<file path="src/rtl/core/pngcd_pkg.sv">
// ----------------------------------------------------------------------------
// pngcd_pkg
// Shared types, constants and the bytewise CRC-32 step for the PNG chunk
// deframer with CRC check.
// ----------------------------------------------------------------------------
package pngcd_pkg;

  // Field being read from the chunk stream
  typedef enum logic [1:0] {
    PH_LENGTH = 2'd0,
    PH_TYPE   = 2'd1,
    PH_DATA   = 2'd2,
    PH_CRC    = 2'd3
  } phase_e;

  // Result kinds
  localparam logic KIND_DATA = 1'b0;
  localparam logic KIND_END  = 1'b1;

  // Reflected CRC-32
  localparam logic [31:0] CRC_POLY = 32'hEDB8_8320;
  localparam logic [31:0] CRC_INIT = 32'hFFFF_FFFF;
  localparam logic [31:0] CRC_XOUT = 32'hFFFF_FFFF;

  // Byte index of the last byte in a 4-byte field
  localparam logic [1:0] FIELD_LAST = 2'd3;

  // One result item
  typedef struct packed {
    logic        kind;
    logic [7:0]  payload_byte;
    logic [31:0] chunk_length;
    logic [31:0] chunk_type;
    logic        ancillary_flag;
    logic        private_flag;
    logic        reserved_flag;
    logic        copy_safe_flag;
    logic [31:0] computed_crc;
    logic        crc_ok;
    logic        last_of_chunk;
  } result_t;

  // Advance the CRC by one byte, LSB first
  function automatic logic [31:0] crc_byte(input logic [31:0] crc_in,
                                           input logic [7:0]  data);
    logic [31:0] c;
    c = crc_in ^ {24'd0, data};
    for (int i = 0; i < 8; i++) begin
      c = c[0] ? ((c >> 1) ^ CRC_POLY) : (c >> 1);
    end
    return c;
  endfunction

endpackage

</file>
<file path="src/rtl/core/pngcd_if.sv">
// ----------------------------------------------------------------------------
// pngcd_if
// Valid/ready channels: the byte stream in and the result stream out.
// ----------------------------------------------------------------------------
interface pngcd_in_if;
  logic       valid;
  logic       ready;
  logic [7:0] stream_byte;

  modport source (output valid, output stream_byte, input ready);
  modport sink   (input valid, input stream_byte, output ready);
endinterface

interface pngcd_out_if;
  logic        valid;
  logic        ready;
  logic        kind;
  logic [7:0]  payload_byte;
  logic [31:0] chunk_length;
  logic [31:0] chunk_type;
  logic        ancillary_flag;
  logic        private_flag;
  logic        reserved_flag;
  logic        copy_safe_flag;
  logic [31:0] computed_crc;
  logic        crc_ok;
  logic        last_of_chunk;

  modport source (output valid, output kind, output payload_byte,
                  output chunk_length, output chunk_type,
                  output ancillary_flag, output private_flag,
                  output reserved_flag, output copy_safe_flag,
                  output computed_crc, output crc_ok, output last_of_chunk,
                  input ready);
  modport sink   (input valid, input kind, input payload_byte,
                  input chunk_length, input chunk_type,
                  input ancillary_flag, input private_flag,
                  input reserved_flag, input copy_safe_flag,
                  input computed_crc, input crc_ok, input last_of_chunk,
                  output ready);
endinterface

</file>
<file path="src/rtl/core/png_chunk_deframer_crc_check_core.sv">
// ----------------------------------------------------------------------------
// png_chunk_deframer_crc_check_core
// PNG chunk deframer: splits a byte stream into length, type, data and CRC,
// passes data bytes through and reports each chunk with its CRC-32 check.
// ----------------------------------------------------------------------------
//   channel | dir | payload                                   | result per request
//   in_i    | in  | stream_byte                               | -
//   out_o   | out | kind, payload_byte, chunk fields, crc_ok  | 0 or 1
//
// One byte is taken per cycle; each byte is held in the input register and
// its result in the result register. The bytewise CRC-32 step and the
// 32-bit data counter sit between the two registers and set the cycle time.
// Reset clears the field sequencer and loads the CRC with all ones. A
// stalled sink stops the result register, and the input register then
// fills and drops in_i.ready.
// ----------------------------------------------------------------------------
module png_chunk_deframer_crc_check_core (
  input  logic         clk_i,
  input  logic         rst_ni,
  pngcd_in_if.sink     in_i,
  pngcd_out_if.source  out_o
);

  logic               byte_valid;
  logic [7:0]         byte_val;
  logic               out_free;
  logic               take;
  logic               res_valid;
  pngcd_pkg::result_t res;

  // Take the held byte when the result register has room
  assign take = byte_valid && out_free;

  pngcd_in_stage u_in_stage (
    .clk_i   (clk_i),
    .rst_ni  (rst_ni),
    .in_i    (in_i),
    .take_i  (take),
    .valid_o (byte_valid),
    .byte_o  (byte_val)
  );

  pngcd_parser u_parser (
    .clk_i       (clk_i),
    .rst_ni      (rst_ni),
    .take_i      (take),
    .byte_i      (byte_val),
    .res_valid_o (res_valid),
    .res_o       (res)
  );

  pngcd_out_stage u_out_stage (
    .clk_i  (clk_i),
    .rst_ni (rst_ni),
    .load_i (take && res_valid),
    .res_i  (res),
    .free_o (out_free),
    .out_o  (out_o)
  );

endmodule

</file>
<file path="src/rtl/core/pngcd_in_stage.sv">
// ----------------------------------------------------------------------------
// pngcd_in_stage
// Input register: holds one stream byte until the parser takes it.
// ----------------------------------------------------------------------------
module pngcd_in_stage (
  input  logic        clk_i,
  input  logic        rst_ni,
  pngcd_in_if.sink    in_i,
  input  logic        take_i,
  output logic        valid_o,
  output logic [7:0]  byte_o
);

  logic       valid_q, valid_d;
  logic [7:0] byte_q, byte_d;
  logic       load;

  // Accept when empty or when the held byte leaves this cycle
  assign in_i.ready = !valid_q || take_i;
  assign load       = in_i.valid && in_i.ready;

  always_comb begin
    valid_d = valid_q;
    byte_d  = byte_q;
    if (load) begin
      valid_d = 1'b1;
      byte_d  = in_i.stream_byte;
    end else if (take_i) begin
      valid_d = 1'b0;
    end
  end

  always_ff @(posedge clk_i or negedge rst_ni) begin
    if (!rst_ni) begin
      valid_q <= 1'b0;
    end else begin
      valid_q <= valid_d;
    end
  end

  always_ff @(posedge clk_i) begin
    byte_q <= byte_d;
  end

  assign valid_o = valid_q;
  assign byte_o  = byte_q;

endmodule

</file>
<file path="src/rtl/core/pngcd_parser.sv">
// ----------------------------------------------------------------------------
// pngcd_parser
// Chunk field sequencer and CRC-32 accumulator; builds at most one result
// per byte taken.
// ----------------------------------------------------------------------------
module pngcd_parser (
  input  logic                clk_i,
  input  logic                rst_ni,
  input  logic                take_i,
  input  logic [7:0]          byte_i,
  output logic                res_valid_o,
  output pngcd_pkg::result_t  res_o
);

  pngcd_pkg::phase_e phase_q, phase_d;
  logic [1:0]        cnt_q, cnt_d;
  logic [31:0]       len_q, len_d;
  logic [31:0]       rem_q, rem_d;
  logic [31:0]       type_q, type_d;
  logic [31:0]       crc_q, crc_d;
  logic [31:0]       rcv_q, rcv_d;
  logic [31:0]       crc_upd;
  logic [31:0]       crc_calc;
  logic              field_done;

  assign field_done = (cnt_q == pngcd_pkg::FIELD_LAST);
  assign crc_upd    = pngcd_pkg::crc_byte(crc_q, byte_i);
  assign crc_calc   = crc_q ^ pngcd_pkg::CRC_XOUT;

  // Next state and result for the byte at the parser input
  always_comb begin
    phase_d     = phase_q;
    cnt_d       = cnt_q;
    len_d       = len_q;
    rem_d       = rem_q;
    type_d      = type_q;
    crc_d       = crc_q;
    rcv_d       = rcv_q;
    res_valid_o = 1'b0;
    res_o       = '0;
    case (phase_q)
      pngcd_pkg::PH_LENGTH: begin
        len_d = {len_q[23:0], byte_i};
        cnt_d = cnt_q + 2'd1;
        if (field_done) begin
          phase_d = pngcd_pkg::PH_TYPE;
        end
      end
      pngcd_pkg::PH_TYPE: begin
        type_d = {type_q[23:0], byte_i};
        crc_d  = crc_upd;
        cnt_d  = cnt_q + 2'd1;
        if (field_done) begin
          rem_d   = len_q;
          phase_d = (len_q == 32'd0) ? pngcd_pkg::PH_CRC : pngcd_pkg::PH_DATA;
        end
      end
      pngcd_pkg::PH_DATA: begin
        crc_d = crc_upd;
        rem_d = rem_q - 32'd1;
        if (rem_q == 32'd1) begin
          phase_d = pngcd_pkg::PH_CRC;
        end
        res_valid_o        = 1'b1;
        res_o.kind         = pngcd_pkg::KIND_DATA;
        res_o.payload_byte = byte_i;
      end
      pngcd_pkg::PH_CRC: begin
        rcv_d = {rcv_q[23:0], byte_i};
        cnt_d = cnt_q + 2'd1;
        if (field_done) begin
          res_valid_o          = 1'b1;
          res_o.kind           = pngcd_pkg::KIND_END;
          res_o.chunk_length   = len_q;
          res_o.chunk_type     = type_q;
          res_o.ancillary_flag = type_q[29];
          res_o.private_flag   = type_q[21];
          res_o.reserved_flag  = type_q[13];
          res_o.copy_safe_flag = type_q[5];
          res_o.computed_crc   = crc_calc;
          res_o.crc_ok         = (rcv_d == crc_calc);
          res_o.last_of_chunk  = 1'b1;
          crc_d                = pngcd_pkg::CRC_INIT;
          phase_d              = pngcd_pkg::PH_LENGTH;
        end
      end
      default: begin
        phase_d = pngcd_pkg::PH_LENGTH;
      end
    endcase
  end

  // Advance state only on a byte taken
  always_ff @(posedge clk_i or negedge rst_ni) begin
    if (!rst_ni) begin
      phase_q <= pngcd_pkg::PH_LENGTH;
      cnt_q   <= 2'd0;
      len_q   <= 32'd0;
      rem_q   <= 32'd0;
      type_q  <= 32'd0;
      crc_q   <= pngcd_pkg::CRC_INIT;
      rcv_q   <= 32'd0;
    end else if (take_i) begin
      phase_q <= phase_d;
      cnt_q   <= cnt_d;
      len_q   <= len_d;
      rem_q   <= rem_d;
      type_q  <= type_d;
      crc_q   <= crc_d;
      rcv_q   <= rcv_d;
    end
  end

endmodule

</file>
<file path="src/rtl/core/pngcd_out_stage.sv">
// ----------------------------------------------------------------------------
// pngcd_out_stage
// Result register: holds one result until the sink takes it.
// ----------------------------------------------------------------------------
module pngcd_out_stage (
  input  logic                clk_i,
  input  logic                rst_ni,
  input  logic                load_i,
  input  pngcd_pkg::result_t  res_i,
  output logic                free_o,
  pngcd_out_if.source         out_o
);

  logic               valid_q, valid_d;
  pngcd_pkg::result_t res_q, res_d;

  // Room for a new result when empty or draining this cycle
  assign free_o = !valid_q || out_o.ready;

  always_comb begin
    valid_d = valid_q;
    res_d   = res_q;
    if (load_i) begin
      valid_d = 1'b1;
      res_d   = res_i;
    end else if (out_o.ready) begin
      valid_d = 1'b0;
    end
  end

  always_ff @(posedge clk_i or negedge rst_ni) begin
    if (!rst_ni) begin
      valid_q <= 1'b0;
    end else begin
      valid_q <= valid_d;
    end
  end

  always_ff @(posedge clk_i) begin
    res_q <= res_d;
  end

  // Drive the channel from the held result
  assign out_o.valid          = valid_q;
  assign out_o.kind           = res_q.kind;
  assign out_o.payload_byte   = res_q.payload_byte;
  assign out_o.chunk_length   = res_q.chunk_length;
  assign out_o.chunk_type     = res_q.chunk_type;
  assign out_o.ancillary_flag = res_q.ancillary_flag;
  assign out_o.private_flag   = res_q.private_flag;
  assign out_o.reserved_flag  = res_q.reserved_flag;
  assign out_o.copy_safe_flag = res_q.copy_safe_flag;
  assign out_o.computed_crc   = res_q.computed_crc;
  assign out_o.crc_ok         = res_q.crc_ok;
  assign out_o.last_of_chunk  = res_q.last_of_chunk;

endmodule
</file>
<file path="src/flat_wrapper.sv">
// flat-port wrapper written by rule: the top's interface ports become plain ports
module png_chunk_deframer_crc_check_core_flat 
  (clk_i, rst_ni, in_i_valid, in_i_stream_byte, in_i_ready, out_o_valid, out_o_kind, out_o_payload_byte, out_o_chunk_length, out_o_chunk_type, out_o_ancillary_flag, out_o_private_flag, out_o_reserved_flag, out_o_copy_safe_flag, out_o_computed_crc, out_o_crc_ok, out_o_last_of_chunk, out_o_ready);
  pngcd_in_if in_i_i ();
  pngcd_out_if out_o_i ();
  input  logic clk_i;
  input  logic rst_ni;
  input wire logic [$bits(in_i_i.valid)-1:0] in_i_valid;
  input wire logic [$bits(in_i_i.stream_byte)-1:0] in_i_stream_byte;
  output wire logic [$bits(in_i_i.ready)-1:0] in_i_ready;
  output wire logic [$bits(out_o_i.valid)-1:0] out_o_valid;
  output wire logic [$bits(out_o_i.kind)-1:0] out_o_kind;
  output wire logic [$bits(out_o_i.payload_byte)-1:0] out_o_payload_byte;
  output wire logic [$bits(out_o_i.chunk_length)-1:0] out_o_chunk_length;
  output wire logic [$bits(out_o_i.chunk_type)-1:0] out_o_chunk_type;
  output wire logic [$bits(out_o_i.ancillary_flag)-1:0] out_o_ancillary_flag;
  output wire logic [$bits(out_o_i.private_flag)-1:0] out_o_private_flag;
  output wire logic [$bits(out_o_i.reserved_flag)-1:0] out_o_reserved_flag;
  output wire logic [$bits(out_o_i.copy_safe_flag)-1:0] out_o_copy_safe_flag;
  output wire logic [$bits(out_o_i.computed_crc)-1:0] out_o_computed_crc;
  output wire logic [$bits(out_o_i.crc_ok)-1:0] out_o_crc_ok;
  output wire logic [$bits(out_o_i.last_of_chunk)-1:0] out_o_last_of_chunk;
  input wire logic [$bits(out_o_i.ready)-1:0] out_o_ready;
  assign in_i_i.valid = in_i_valid;
  assign in_i_i.stream_byte = in_i_stream_byte;
  assign in_i_ready = in_i_i.ready;
  assign out_o_valid = out_o_i.valid;
  assign out_o_kind = out_o_i.kind;
  assign out_o_payload_byte = out_o_i.payload_byte;
  assign out_o_chunk_length = out_o_i.chunk_length;
  assign out_o_chunk_type = out_o_i.chunk_type;
  assign out_o_ancillary_flag = out_o_i.ancillary_flag;
  assign out_o_private_flag = out_o_i.private_flag;
  assign out_o_reserved_flag = out_o_i.reserved_flag;
  assign out_o_copy_safe_flag = out_o_i.copy_safe_flag;
  assign out_o_computed_crc = out_o_i.computed_crc;
  assign out_o_crc_ok = out_o_i.crc_ok;
  assign out_o_last_of_chunk = out_o_i.last_of_chunk;
  assign out_o_i.ready = out_o_ready;
  png_chunk_deframer_crc_check_core u_core (.clk_i(clk_i), .rst_ni(rst_ni), .in_i(in_i_i), .out_o(out_o_i));
endmodule
</file>
<file path="config.mk">
export PLATFORM = sky130hd
export DESIGN_NAME = png_chunk_deframer_crc_check_core_flat
export DESIGN_NICKNAME = d
export VERILOG_FILES = /design/src/rtl/core/pngcd_pkg.sv /design/src/rtl/core/pngcd_if.sv /design/src/rtl/core/png_chunk_deframer_crc_check_core.sv /design/src/rtl/core/pngcd_in_stage.sv /design/src/rtl/core/pngcd_parser.sv /design/src/rtl/core/pngcd_out_stage.sv /design/src/flat_wrapper.sv
export SDC_FILE = /design/constraint.sdc
export NUM_CORES = 1
export LEC_CHECK = 0
export ABC_CLOCK_PERIOD_IN_PS = 7750
export BUFFER_PORTS_ARGS = -buffer_cell sky130_fd_sc_hd__buf_2
export CAP_MARGIN = 20
export CORE_ASPECT_RATIO = 2
export CORE_UTILIZATION = 35
export CTS_BUF_LIST = sky130_fd_sc_hd__clkbuf_8
export DETAILED_ROUTE_END_ITERATION = 8
export GPL_ROUTABILITY_DRIVEN = 0
export HOLD_SLACK_MARGIN = 0.08
export PLACE_DENSITY = 0.6
export SYNTH_ARGS = -nofsm -noshare
export SYNTH_HDL_FRONTEND = slang
export SYNTH_HIERARCHICAL = 1
export SYNTH_SLANG_ARGS = --single-unit
</file>
<file path="constraint.sdc">
create_clock -name clk_i -period 7.75 [get_ports clk_i]
set_clock_uncertainty 0.15 [all_clocks]
set_input_delay 0.775 -clock clk_i [delete_from_list [all_inputs] [get_ports clk_i]]
set_output_delay 0.775 -clock clk_i [all_outputs]
set_load 0.02 [all_outputs]
</file>
After elaboration in Yosys (flattened, before gate mapping)
Index checks and enable logic that the tools add are counted.
{ "word_totals": {"register_bits": 277, "inputBits": 12, "output_inout_bits": 113} }
{ "classes": {"n_bitwise": 10, "n_reduce_logical": 23, "muxes": 25, "add_sub_neg": 2, "eq_ne": 10} }
{ "ops": {"columns": ["op", "count"], "rows": [
  ["two-way mux 32 bit", 10],
  ["case mux 32 bit (2 select lines)", 2],
  ["inverter 13 -> 14 bit", 8],
  ["== test 32 x 1 -> 1 bit, second input constant", 1],
  ["== test 32 bit", 1],
  ["logical NOT 32 bit", 1],
  ["inverter 32 bit", 1],
  ["subtractor 32 x 1 -> 32 bit, second input constant", 1],
  ["bitwise XOR 32 x 8 -> 32 bit", 1],
  ["AND reduction 2 bit", 5],
  ["two-way mux 2 bit", 4],
  ["!= test 2 bit, second input constant", 4],
  ["case mux 2 bit (4 select lines)", 1],
  ["nonzero test 2 bit", 4],
  ["two-way mux 1 bit", 7],
  ["== test 2 bit, second input constant", 3],
  ["AND reduction 3 bit", 2],
  ["AND reduction 5 bit", 1],
  ["logical AND 1 bit", 3],
  ["OR reduction 3 bit", 1],
  ["adder 2 x 1 -> 2 bit, second input constant", 1],
  ["== test 2 x 1 -> 1 bit, second input constant", 1],
  ["logical NOT 1 bit", 2],
  ["logical NOT 2 bit", 1],
  ["other kinds (3)", 4]
]} }

Depth between registers and ports, before layout
{ "depth": {"depth_word": 18, "depth_mapped": 8, "mapped_depth_nobuf": 7} }

Hierarchy
Netlist, hierarchy kept.
{ "by_module_without_submodules": {"columns": ["mod", "instances", "seq_area_each_um2", "cells_each", "area_per_inst_um2"], "rows": [
  ["pngcd_parser", 1, 3943.8, 821, 8650.8],
  ["pngcd_out_stage", 1, 3358.2, 114, 3380.7],
  ["pngcd_in_stage", 1, 265.3, 12, 294.0],
  ["png_chunk_deframer_crc_check_core", 1, 0.0, 2, 12.5]
]} }

Worst setup path before layout
OpenSTA, ideal clock, no wires.
{ "synth_path": {"path_type": "register -> register", "startpoint": "reg u_core.u_parser.phase_q[0]", "endpoint": "reg u_core.u_out_stage.valid_q, in the netlist u_core/u_out_stage/out_o.valid", "stages_incl_launch_ff": 8, "n_path_buf": 1, "arrival_ns": 4.232, "required_time_ns": 7.518, "slack_ns": 3.285, "cell_sequence": "dfrtp_1 > inv_1 > ha_1 > clkinv_1 > buf_2 > nand2_1 > and3_1 > nand2b_2"} }
{ "synth_between": {"elab_chain_cells": 4, "elab_cells_between_ends": 6, "classes_between": "eq/ne (2); mux (2); reduce/logical (2)"} }
{ "synth_lines": {"columns": ["element", "line_no", "text"], "rows": [
  ["start: declaration", "pngcd_parser.sv:15", "pngcd_pkg::phase_e phase_q, phase_d;"],
  ["start signal: assignment", "pngcd_parser.sv:96", "phase_q <= pngcd_pkg::PH_LENGTH;"],
  ["start signal: assignment", "pngcd_parser.sv:104", "phase_q <= phase_d;"],
  ["== test 2 bit", "pngcd_parser.sv:41", "case (phase_q)"],
  ["case mux 1 bit (2 select lines) (*)", "pngcd_parser.sv:41", null],
  ["via u_core.res_valid", "png_chunk_deframer_crc_check_core.sv:28", "logic res_valid;"],
  ["logical AND 1 bit (*)", "png_chunk_deframer_crc_check_core.sv:55", ".load_i (take && res_valid),"],
  ["two-way mux 1 bit / nonzero test 2 bit (equally long branches)", null, null],
  ["end signal: assignment", "pngcd_out_stage.sv:35", "valid_q <= valid_d;"],
  ["end: declaration", "pngcd_out_stage.sv:14", "logic valid_q, valid_d;"]
]} }
The timed path passes the listed nets; every way through them passes the cells marked *.
A chain may end at the register's enable or synchronous reset.

Final worst setup path
{ "layout_path": {"startpoint": "reg u_core.u_parser.phase_q[1]", "endpoint": "reg u_core.u_out_stage.res_q, in the netlist u_core/u_out_stage/out_o.chunk_type[6] (enable)"} }
{ "layout_between": {"elab_chain_cells": 3, "elab_cells_between_ends": 4, "classes_between": "eq/ne (2); mux (1); reduce/logical (1)"} }
{ "layout_lines": {"columns": ["element", "line_no", "text"], "rows": [
  ["== test 2 bit", "pngcd_parser.sv:41", null],
  ["case mux 1 bit (2 select lines) (*)", "pngcd_parser.sv:41", null],
  ["via u_core.res_valid", "png_chunk_deframer_crc_check_core.sv:28", null],
  ["logical AND 1 bit (*)", "png_chunk_deframer_crc_check_core.sv:55", null],
  ["end signal: assignment", "pngcd_out_stage.sv:40", "res_q <= res_d;"],
  ["end: declaration", "pngcd_out_stage.sv:15", "pngcd_pkg::result_t res_q, res_d;"]
]} }
Marks and branches as above.

==> impl_metrics.csv <==
group,metric,value,unit
outcome,status,"completed",
route,drtIter0Drc,518,
clock_network,tritoncts,"done",
timing,min_period,3.83,ns
timing,setup_violations,0,
floorplan,ios,125,
global_route,grt-ovfl-total,0,
place,dpl_cell_area,0.0134,mm^2
floorplan,die_y,268,um
clock_network,cts_buffer_depth,3,
route,postRouteWirelength,31900,um
floorplan,rows,96,
timing,drv_slew,0,
timing,rsz0062_at_grt,"false",
route,antenna_left,0,
clock_network,clk_root_buffer_cell,"clkbuf_8",
clock_network,post_cts_buffers,0,
worst_setup_path,cp_max_fo,68,
clock_network,numCtsBuffers,37,
power,ir_drop,0.000187,V
route,drc,0,
logic_synthesis,async_flop_share,0.570,
timing,hold_ws,0.146,ns
worst_setup_path,cp-start-kind,"flip-flop",
logic_synthesis,synth_edf_count,119,
route,routedWlPerCell,20.8,um
hold_path,hold_path_class,"primary input to asynchronous set/reset pin",
timing,relSlewSlack,0.329,
finish,post-route-util,0.408,
floorplan,core-area,0.0345,mm^2
finish,drive_gt1_frac,0.306,
floorplan,dieWidth,135,um
finish,n_fill_cell,3205,
clock_network,clock_latency,0.55,ns
logic_synthesis,ys_types,65,
clock_network,cts.sinks,277,
clock_network,cts_resized,0,
timing,max_freq,261,MHz
clock_network,htree_levels,2,
route,num_vias,7889,
floorplan,die_area,0.0361,mm^2
worst_setup_path,required,7.77,ns
global_route,grt_max_degree,100,
clock_network,postCtsHoldBufs,0,
logic_synthesis,ys_top_cells_by_area,"edfxtp_1 (29%), dfrtp_1 (26%), mux2_2 (8.2%)",
place,place_inst,1467,
place,dp_hpwl,22800,um
power,powerDensity,492,mW/mm^2
power,leakagePower,5.80,nW
timing,final.period_utilization,0.494,
logic_synthesis,yosysWarnings,6,
place,port_buffers,124,
worst_setup_path,worstSetupEndpointType,"flip-flop",
finish,finalNonFillerCells,1535,
logic_synthesis,synth_top_area_cell,"edfxtp_1",
finish,finalInstanceArea,0.0141,mm^2
worst_setup_path,arrival,3.85,ns
global_route,grt_pass1_vias,8202,
logic_synthesis,yosysSeqAreaShare,0.613,
route,via_per_inst,5.14,
logic_synthesis,ys_seq_elements,277,
logic_synthesis,syn_nets,971,
global_route,antenna_found_initial,1,
logic_synthesis,synth_top_area_frac,0.290,
global_route,grt_pass1_wl,48300,um
finish,syn_to_final_growth,13.9,%
floorplan,initial_core_util,0.358,
route,first_pass_iters,6,
timing,tightest_slew,1.01,ns
logic_synthesis,ys.flop_type,"dfrtp_1",
logic_synthesis,synth.avg_cell_area,13.0,um^2
clock_network,clk_pin_slew,0.07,ns
timing,tns,0,ns
finish,finalNetCount,1087,
logic_synthesis,syn-cell-area,0.0123,mm^2
run,maxCapViolCount,0,
timing,hold_viol_final,0,
worst_setup_path,crit_type,"flip-flop to flip-flop",
global_route,grt.total_usage,0.181,
logic_synthesis,synthCells,949,
cell usage after synthesis (12+ instances only):
cell type  count
a21oi_1       58
dfstp_2       32
xor2_1        24
nor4_1        16
mux2_2        90
xnor2_1       62
nand2_1       29
edfxtp_1     119
nor3_1        12
clkbuf_1      36
and3_1        69
nor2_1        82
o22ai_1       16
dfrtp_1      126
critical path, stage by stage, from the launching register on:
cell	delay, ns
dfrtp_1	0.43
ha_2	0.87
nand2_1	0.10
buf_4	0.28
nand2_1	0.11
and3_4	0.72
buf_4	0.68
placed cells by master (no fill, tap or decap), types with 3 or more instances in the layout:
| cell type | netlist | routed |
|---|---|---|
| buf_4 | 6 | 9 |
| xor2_1 | 24 | 24 |
| a31oi_1 | 6 | 6 |
| clkinvlp_4 | 0 | 4 |
| edfxtp_1 | 119 | 119 |
| nand2b_1 | 3 | 3 |
| mux2_2 | 90 | 90 |
| nand4_1 | 11 | 11 |
| o21ai_0 | 7 | 7 |
| clkinv_2 | 0 | 7 |
| dfstp_2 | 32 | 32 |
| or4_1 | 6 | 6 |
| o21a_1 | 5 | 5 |
| mux2i_1 | 10 | 10 |
| o22ai_1 | 16 | 16 |
| a2bb2oi_1 | 6 | 6 |
| o22a_1 | 7 | 7 |
| dfrtp_1 | 126 | 126 |
| nor3_1 | 12 | 12 |
| clkinv_1 | 1 | 8 |
| ha_2 | 0 | 3 |
| a21oi_1 | 58 | 57 |
| ha_1 | 10 | 7 |
| and3_1 | 69 | 68 |
| clkbuf_8 | 0 | 39 |
| xnor2_2 | 10 | 10 |
| inv_1 | 11 | 19 |
| nor4_1 | 16 | 16 |
| and2_1 | 11 | 11 |
| nand3_1 | 11 | 11 |
| nand2_1 | 29 | 29 |
| buf_2 | 3 | 123 |
| xnor2_1 | 62 | 62 |
| nor2_1 | 82 | 82 |
stage by stage:
stage / setup WS, ns / total power [mW]
2_1_floorplan: 3.29 / 4.98
6_report: 3.92 / 6.91
3_5_place_dp: 3.95 / 5.89
3_3_place_gp: 4.04 / 5.82
5_1_grt: 3.69 / 7.33
4_1_cts: 3.95 / 6.98
sequential cells by signal, indices dropped and copies added, names as in the netlist, 2 cells and up:
register                               count
u_core/u_parser/cnt_q                      2
u_core/u_parser/rcv_q                     24
u_core/u_out_stage/out_o.payload_byte      8
u_core/u_parser/crc_q                     32
u_core/u_out_stage/out_o.chunk_type       32
u_core/u_out_stage/out_o.chunk_length     32
u_core/u_parser/phase_q                    2
u_core/u_parser/len_q                     32
u_core/u_in_stage/byte_o                   8
u_core/u_parser/rem_q                     32
u_core/u_parser/type_q                    32
u_core/u_out_stage/out_o.computed_crc     32
kinds of logic (layout without fill, tap and decap cells):
kind of cell | count (synthesis) | after routing | synth area share
DFF | 277 | 277 | 0.613
adders and majority gates | 10 | 10 | 0.0101
and+or+nand+nor | 273 | 273 | 0.121
AOI/OAI and AO/OA | 121 | 121 | 0.0608
xor gates and xnor gates | 99 | 99 | 0.0805
other | 0 | 1 | 0
buffers and inverters | 68 | 212 | 0.0234
muxes | 101 | 101 | 0.0912
layer usage:
metal  global-route usage  share of wire  vias up
li1                     -              -     3675
met1                0.164           0.32     3901
met2                0.354           0.57      204
met3               0.0203          0.031      109
met4                0.140          0.077        0
met5                    0              0        -
power breakdown:
| group | internal (mW) | switching [mW] |
|---|---|---|
| clock | 0.507 | 0.557 |
| sequential | 2.27 | 0.648 |
| combinational | 1.27 | 1.65 |
| total | 4.05 | 2.86 |
worst paths after layout:
check,start,endpoint,slack [ns],cells past startpoint
max in group asynchronous,rst_ni,u_core/u_parser/len_q[3],5.80,2
max,u_core/u_parser/phase_q[1],u_core/u_out_stage/out_o.chunk_type[6],3.92,6
min in group clk_i,in_i_stream_byte[7],u_core/u_in_stage/byte_o[7],0.27,1
max reg2reg,u_core/u_parser/phase_q[1],u_core/u_out_stage/out_o.chunk_type[6],3.92,6
min reg2reg,u_core/u_parser/cnt_q[0],u_core/u_parser/cnt_q[0],0.34,1
min,rst_ni,u_core/u_out_stage/out_o.valid,0.15,1
final cells by class:
cell class / count / area [um^2] / share of cell area
multi-input cells: 604 / 4500 / 0.320
clock buffers: 39 / 537 / 0.0382
repair buffers: 133 / 694 / 0.0494
flip-flops and latches: 277 / 7570 / 0.538
diodes: 1 / 2.50 / 0.000178
well taps: 441 / 552 / 0.0393
inverters: 12 / 45.0 / 0.00320
clock inverters: 28 / 160 / 0.0114
Power figures use the tool's default switching activity.
